--- src/dpf_pkg.sv ---
// Shared types, framing characters and helpers for the debug packet framer.
package dpf_pkg;

  localparam int unsigned NumSlots = 6;

  localparam logic [7:0] ChAck   = 8'h2B;
  localparam logic [7:0] ChStart = 8'h24;
  localparam logic [7:0] ChHash  = 8'h23;

  typedef enum logic [2:0] {
    SlotAck     = 3'd0,
    SlotStart   = 3'd1,
    SlotPayload = 3'd2,
    SlotHash    = 3'd3,
    SlotHi      = 3'd4,
    SlotLo      = 3'd5
  } dpf_slot_e;

  typedef struct packed {
    logic [7:0] payload_byte;
    logic       first_of_packet;
    logic       last_of_packet;
    logic       empty_packet;
  } dpf_in_t;

  typedef struct packed {
    logic [7:0] out_byte;
    logic       end_of_frame;
  } dpf_out_t;

  typedef struct packed {
    logic     valid;
    dpf_out_t data;
  } dpf_emit_t;

  function automatic logic [7:0] hex_digit(input logic [3:0] nib);
    logic [7:0] wide;
    wide = {4'h0, nib};
    if (nib < 4'd10) begin
      hex_digit = 8'h30 + wide;
    end else begin
      hex_digit = 8'h57 + wide;
    end
  endfunction

endpackage

--- src/dpf_frame_stage.sv ---
// Request register: expands one request into its framed bytes and issues them.
module dpf_frame_stage
  import dpf_pkg::*;
(
  input  logic      clk_i,
  input  logic      rst_ni,
  input  logic      cfg_we_i,
  input  logic      cfg_wdata_i,
  input  logic      in_valid_i,
  output logic      in_stall_o,
  input  dpf_in_t   in_req_i,
  input  logic      take_i,
  output dpf_emit_t emit_o
);

  logic                no_ack_q;
  logic [7:0]          sum_q, sum_d;
  logic [NumSlots-1:0] mask_q, mask_d;
  logic [7:0]          byte_q;
  logic [7:0]          chk_q, chk_d;

  logic                in_acc;
  logic                first_eff, last_eff;
  logic [7:0]          sum_base;
  logic [NumSlots-1:0] mask_new;
  logic [NumSlots-1:0] lowest, rest;
  logic                issue;
  logic [7:0]          sel_byte;

  assign lowest = mask_q & (~mask_q + {{(NumSlots-1){1'b0}}, 1'b1});
  assign rest   = mask_q & ~lowest;
  assign issue  = (mask_q != '0) && take_i;

  assign in_stall_o = !((mask_q == '0) || (issue && (rest == '0)));
  assign in_acc     = in_valid_i && !in_stall_o;

  assign first_eff = in_req_i.first_of_packet || in_req_i.empty_packet;
  assign last_eff  = in_req_i.last_of_packet || in_req_i.empty_packet;
  assign sum_base  = first_eff ? 8'h00 : sum_q;
  assign chk_d     = in_req_i.empty_packet ? sum_base : sum_base + in_req_i.payload_byte;
  assign sum_d     = last_eff ? 8'h00 : chk_d;

  always_comb begin
    mask_new              = '0;
    mask_new[SlotAck]     = first_eff && !no_ack_q;
    mask_new[SlotStart]   = first_eff;
    mask_new[SlotPayload] = !in_req_i.empty_packet;
    mask_new[SlotHash]    = last_eff;
    mask_new[SlotHi]      = last_eff;
    mask_new[SlotLo]      = last_eff;
  end

  always_comb begin
    mask_d = mask_q;
    if (issue) begin
      mask_d = rest;
    end
    if (in_acc) begin
      mask_d = mask_new;
    end
  end

  always_comb begin
    sel_byte = 8'h00;
    for (int i = 0; i < NumSlots; i++) begin
      if (lowest[i]) begin
        case (dpf_slot_e'(i[2:0]))
          SlotAck:     sel_byte = ChAck;
          SlotStart:   sel_byte = ChStart;
          SlotPayload: sel_byte = byte_q;
          SlotHash:    sel_byte = ChHash;
          SlotHi:      sel_byte = hex_digit(chk_q[7:4]);
          SlotLo:      sel_byte = hex_digit(chk_q[3:0]);
          default:     sel_byte = 8'h00;
        endcase
      end
    end
  end

  assign emit_o.valid             = mask_q != '0;
  assign emit_o.data.out_byte     = sel_byte;
  assign emit_o.data.end_of_frame = rest == '0;

  always_ff @(posedge clk_i or negedge rst_ni) begin
    if (!rst_ni) begin
      no_ack_q <= 1'b0;
      sum_q    <= 8'h00;
      mask_q   <= '0;
    end else begin
      if (cfg_we_i) begin
        no_ack_q <= cfg_wdata_i;
      end
      if (in_acc) begin
        sum_q <= sum_d;
      end
      mask_q <= mask_d;
    end
  end

  always_ff @(posedge clk_i) begin
    if (in_acc) begin
      byte_q <= in_req_i.payload_byte;
      chk_q  <= chk_d;
    end
  end

`ifndef NO_ASSERTIONS
  a_accept_when_drained: assert property (@(posedge clk_i) disable iff (!rst_ni)
    in_acc |-> ((mask_q == '0) || (issue && $onehot(mask_q))))
    else $error("request accepted over pending bytes");

  a_sum_cleared_after_last: assert property (@(posedge clk_i) disable iff (!rst_ni)
    (in_acc && last_eff) |=> (sum_q == 8'h00))
    else $error("running sum not cleared after last request");

  a_hold_when_blocked: assert property (@(posedge clk_i) disable iff (!rst_ni)
    ((mask_q != '0) && !take_i) |=> $stable(mask_q))
    else $error("pending bytes changed while output blocked");
`endif

endmodule

--- src/dpf_out_reg.sv ---
// Output register: holds one framed byte until the downstream side takes it.
module dpf_out_reg
  import dpf_pkg::*;
(
  input  logic      clk_i,
  input  logic      rst_ni,
  input  dpf_emit_t emit_i,
  output logic      take_o,
  output logic      out_valid_o,
  input  logic      out_stall_i,
  output dpf_out_t  out_req_o
);

  logic     valid_q, valid_d;
  dpf_out_t data_q;

  assign take_o  = !valid_q || !out_stall_i;
  assign valid_d = take_o ? emit_i.valid : valid_q;

  always_ff @(posedge clk_i or negedge rst_ni) begin
    if (!rst_ni) begin
      valid_q <= 1'b0;
    end else begin
      valid_q <= valid_d;
    end
  end

  always_ff @(posedge clk_i) begin
    if (take_o && emit_i.valid) begin
      data_q <= emit_i.data;
    end
  end

  assign out_valid_o = valid_q;
  assign out_req_o   = data_q;

`ifndef NO_ASSERTIONS
  a_stalled_stays: assert property (@(posedge clk_i) disable iff (!rst_ni)
    (valid_q && out_stall_i) |=> (valid_q && $stable(data_q)))
    else $error("stalled output byte lost or changed");
`endif

endmodule

--- src/debug_packet_framer_unit.sv ---
// Top level of the debug packet framer.
//
//  channel | direction | handshake                | payload
//  in      | input     | in_valid_i / in_stall_o   | dpf_in_t  in_req_i
//  out     | output    | out_valid_o / out_stall_i | dpf_out_t out_req_o
//  cfg     | input     | cfg_we_i                  | cfg_wdata_i (no_ack_mode)
//
// A request produces one byte mid-packet and up to 6 bytes for a single-byte packet;
// the request register issues one byte per cycle while the output register takes it.
// The next request is taken in the cycle its predecessor's last byte moves out.
// The output register follows the request register; out stall backs up into in_stall_o.
// Reset clears the running sum, no_ack_mode and both valid stages.
module debug_packet_framer_unit
  import dpf_pkg::*;
(
  input  logic     clk_i,
  input  logic     rst_ni,
  input  logic     cfg_we_i,
  input  logic     cfg_wdata_i,
  input  logic     in_valid_i,
  output logic     in_stall_o,
  input  dpf_in_t  in_req_i,
  output logic     out_valid_o,
  input  logic     out_stall_i,
  output dpf_out_t out_req_o
);

  dpf_emit_t emit;
  logic      take;

  dpf_frame_stage u_frame (
    .clk_i       (clk_i),
    .rst_ni      (rst_ni),
    .cfg_we_i    (cfg_we_i),
    .cfg_wdata_i (cfg_wdata_i),
    .in_valid_i  (in_valid_i),
    .in_stall_o  (in_stall_o),
    .in_req_i    (in_req_i),
    .take_i      (take),
    .emit_o      (emit)
  );

  dpf_out_reg u_out (
    .clk_i       (clk_i),
    .rst_ni      (rst_ni),
    .emit_i      (emit),
    .take_o      (take),
    .out_valid_o (out_valid_o),
    .out_stall_i (out_stall_i),
    .out_req_o   (out_req_o)
  );

endmodule

--- config.mk ---
export PLATFORM = sky130hd
export DESIGN_NAME = debug_packet_framer_unit
export DESIGN_NICKNAME = d
export VERILOG_FILES = /design/src/dpf_pkg.sv /design/src/dpf_frame_stage.sv /design/src/dpf_out_reg.sv /design/src/debug_packet_framer_unit.sv
export SDC_FILE = /design/constraint.sdc
export NUM_CORES = 1
export LEC_CHECK = 0
export ABC_CLOCK_PERIOD_IN_PS = 5800
export BUFFER_PORTS_ARGS = -buffer_cell sky130_fd_sc_hd__buf_2
export CORE_AREA = 2 2 85 87
export DETAILED_ROUTE_END_ITERATION = 10
export DIE_AREA = 0 0 87 89
export PLACE_DENSITY = 0.59
export SETUP_SLACK_MARGIN = 0.5
export SYNTH_ARGS = -nofsm -noshare
export SYNTH_HDL_FRONTEND = slang
export SYNTH_SLANG_ARGS = --single-unit
--- constraint.sdc ---
create_clock -name clk_i -period 5.8 [get_ports clk_i]
set_input_delay 0.58 -clock clk_i [delete_from_list [all_inputs] [get_ports clk_i]]
set_output_delay 0.58 -clock clk_i [all_outputs]
set_load 0.01 [all_outputs]
==> summary by stage <==
Clock tree
In this run, post-CTS hold repair placed 0 buffers. In this run the deepest clock path goes through 2 buffers. Counting the buffers created by CTS gives 5.

Buffers added to address setup during post-CTS repair amount to 0. Clock-pin slew was measured on the worst setup and hold paths at 80 ps. The level count of the clock H-tree is 2. At the later pin of the worst-skew pair, clock insertion delay measures 280 ps.

The cell at the root of the clock tree is clkbuf_8. The total of cells resized after clock tree synthesis is 0. TritonCTS built the clock tree. The total number of clock tree sinks is 41.

Synthesis
After synthesis, the cell types taking the most area are edfxtp_1 33%, dfrtp_1 17%, ha_1 4.9%. The largest area contributor in the synthesized netlist is edfxtp_1. The post-synthesis instance area is 2300 µm². The most used flip-flop cell after synthesis is edfxtp_1. The number of enable-type register cells in the synthesized netlist is 25. In this run, synthesis produced a sequential element count of 41. The sequential-to-total area share from yosys stat is 0.501. By count the netlist is led by 27 x nor2_1, 25 x edfxtp_1, 21 x nand2_1, 16 x dfrtp_1, 15 x o21ai_0. The synthesized netlist net count is 256. For this run, the number of Yosys warnings is 0.

The distinct cell type count of the synthesized netlist is 46. The share of flip-flops with an asynchronous set or reset is 0.390. The share of synthesized area in the top cell type comes to 0.327. Averaged over all synthesized cells, the footprint is 10.0 µm². The synthesized instance count is 229.

nor2_1 is the most common cell in the netlist.

Global route
The via count of the first global-routing pass is 1722. The first-pass GRT wire length is 8040 µm. The initial antenna violation count is 0.

The global routing usage summed across all routing layers is 0.135. Entering global routing, the biggest net connects 23 pins. The total global routing overflow is 0.

Setup path
The worst setup path is launched from a primary input. Counting cells, the worst reg-to-reg path comes to 6. Traced cell by cell, the critical path runs through buf_2, nor2_1, and2_1, ha_1, inv_1, fa_1, nor2b_1, o21ai_0, a21boi_0, o21a_1, o21a_1, nor3_1. The master of the slowest instance on the critical path is nor2_1. At the worst endpoint, the required time is 5830 ps. Data arrives at the worst endpoint at 2880 ps. The nature of the critical path endpoint is a flop. The critical path runs through a total of 12 cells. The worst setup path is of the in -> reg kind. Among the stages of the critical path, the cell type that occurs most often is o21a_1. In this run the worst path has a maximum fanout of 17. The cell family contributing the most delay on the critical path is simple AND/OR/NAND/NOR gates. The count of buffer and inverter cells on the critical path is 2. The delay of the slowest critical-path stage is 480 ps.

Pwr
The share of total power dissipated in combinational logic is 0.378. The analysis attributes to net switching a power of 455 µW. The total internal power is 742 µW.

The sequential share of power is 0.453. Of the total power, the share spent switching nets is 0.380. The maximum ir drop on the vdd rail is 0.119 mV. The share of total power dissipated in the clock network is 0.168.

Dividing total power by cell area gives a power density of 463 nW/µm². The static leakage power is 1.06 nW.

Drt
The average routed wire per standard cell is 14.1 µm. The total wire length after detailed routing is 4690 µm. Once detail routing completed, the nets flagged for antenna violations numbered 0. In this run, the number of DRC markers left after iteration 0 of detailed routing was 93. After detailed routing, the number of vias per cell comes to 5.23. For this run, design rule violations remaining after detail routing come to 0. Detailed routing inserted a total of 1735 vias. The pre-antenna-repair detailed-routing pass consisted of 4 iterations.

Finish
Summing all non-filler instances in the final layout gives an area of 2590 µm². The number of nets in the final layout is 278. The repair_antennas step left the layout with diodes totalling 0. The final core area utilization is 0.385. The growth of design area from synthesis to finish is 12.6%.

The share of cells above drive strength 1 is 0.167.

Floorplanning
The area of the die is 7740 µm². The initial core utilization is 0.342. The standard cell core area is 6720 µm².

The overall die width is 87 µm. The top-level I/O count is 28. The site row count is 30. The floorplan step set the die height to 89 µm.

Timing
The sum of negative setup slack is 0 ps. The minimum clock period after layout is 2850 ps. The maximum achievable frequency is 0.351 GHz.

The number of max-slew violations in the final report was 0. The hold violation total from the final report is 0. The final setup skew is 4.17 ps. At the pin with the least slew margin, the transition time is 914 ps.

The number of endpoints failing setup at the final stage is 0. The relative max-transition margin is 0.391. Setup repair after global routing left no endpoint under its margin. Dividing the final minimum period by the clock period gives 0.491.

Placement
The routability congestion estimate is 0.788. The half-perimeter wire length of the detailed placement result is 3660 µm. Summing all placed instances gives a cell area of 2480 µm². The count of input and output buffers is 27.

Worst hold path
The tightest min-delay check is of the in -> async type.

Status
The flow ran to the end, and the final reports show no timing, DRC or antenna violations.

Run
The number of maximum-capacitance constraint violations is 0.
==> through the flow <==
step	cells	total power, mW	setup slack [ps]	hold WS (ps)
3_5_place_dp	324	1.00	2640	458
2_1_floorplan	229	0.873	3010	284
3_3_place_gp	324	0.992	2730	456
5_1_grt	332	1.30	2680	205
4_1_cts	332	1.21	2950	194
6_report	332	1.20	2950	195
==> power by group through the flow <==
stage	combinational (mW)	sequential (mW)	clock, mW
2_1_floorplan	0.363	0.510	0
3_3_place_gp	0.446	0.546	0
3_5_place_dp	0.453	0.547	0
4_1_cts	0.456	0.540	0.210
5_1_grt	0.518	0.559	0.223
6_report	0.453	0.543	0.202
==> final cells by class <==
type,count,area [µm²]
Multi-Input combinational cell,164,1050
Clock buffer,7,97.6
Tap cell,80,100
Sequential cell,41,1150
Fill cell,689,4130
Clock inverter,1,5.00
Inverter,12,45.0
Timing Repair Buffer,27,135
==> sequential cells by signal (all words and copies together) (netlist names) <==
signal / cells
u_frame.no_ack_q: 1
u_frame.mask_q: 6
u_out.out_req_o: 9
u_frame.sum_q: 8
u_out.out_valid_o: 1
u_frame.byte_q: 8
u_frame.chk_q: 8
==> layout by cell type (no fill, tap or decap), types with 2 or more instances in the layout <==
| master | count |
|---|---|
| nor2_1 | 27 |
| buf_2 | 27 |
| edfxtp_1 | 25 |
| nand2_1 | 21 |
| dfrtp_1 | 16 |
| o21ai_0 | 15 |
| inv_1 | 11 |
| nor3_1 | 9 |
| a21oi_1 | 9 |
| ha_1 | 9 |
| and2_1 | 8 |
| xnor2_1 | 7 |
| o41ai_1 | 6 |
| clkbuf_8 | 5 |
| o21a_1 | 3 |
| a21o_1 | 3 |
| or3_1 | 3 |
| mux2i_1 | 3 |
| a31oi_1 | 3 |
| o21bai_1 | 3 |
| nand3_1 | 3 |
| nor2b_1 | 2 |
| xor2_1 | 2 |
| or2_2 | 2 |
| a22oi_1 | 2 |
| o31ai_1 | 2 |
| o22ai_1 | 2 |
| a211oi_1 | 2 |
| maj3_1 | 2 |
==> cells by family after synthesis <==
family,after synthesis,synth area share
buffers and inverters,24,0.0408
AOI/OAI and AO/OA,58,0.173
muxes,4,0.0180
and+or+nand+nor,81,0.167
adders and majority gates,12,0.0665
xor gates and xnor gates,9,0.0343
DFF,41,0.501
==> final timing paths <==
| kind | start | endpoint | slack, ps |
|---|---|---|---|
| hold reg to reg | u_frame.no_ack_q | u_frame.mask_q[0] | 470 |
| hold / removal | rst_ni | u_frame.mask_q[0] | 190 |
| setup / recovery | in_req_i[0] | u_frame.chk_q[6] | 2950 |
| setup reg to reg | u_frame.mask_q[4] | u_frame.sum_q[6] | 3270 |
| min in group clk_i | u_frame.no_ack_q | u_frame.mask_q[0] | 470 |
| max in group asynchronous | rst_ni | u_frame.sum_q[6] | 5350 |
==> layer usage <==
layer  vias up  GRT usage  wire length [µm]
met5         -          0                 0
met4         0     0.0398                44
met3         4     0.0323               208
met2        46      0.240              2290
met1       816      0.163              2150
li1        869          -                 -
Note: power is estimated with default switching activity, not from simulation.
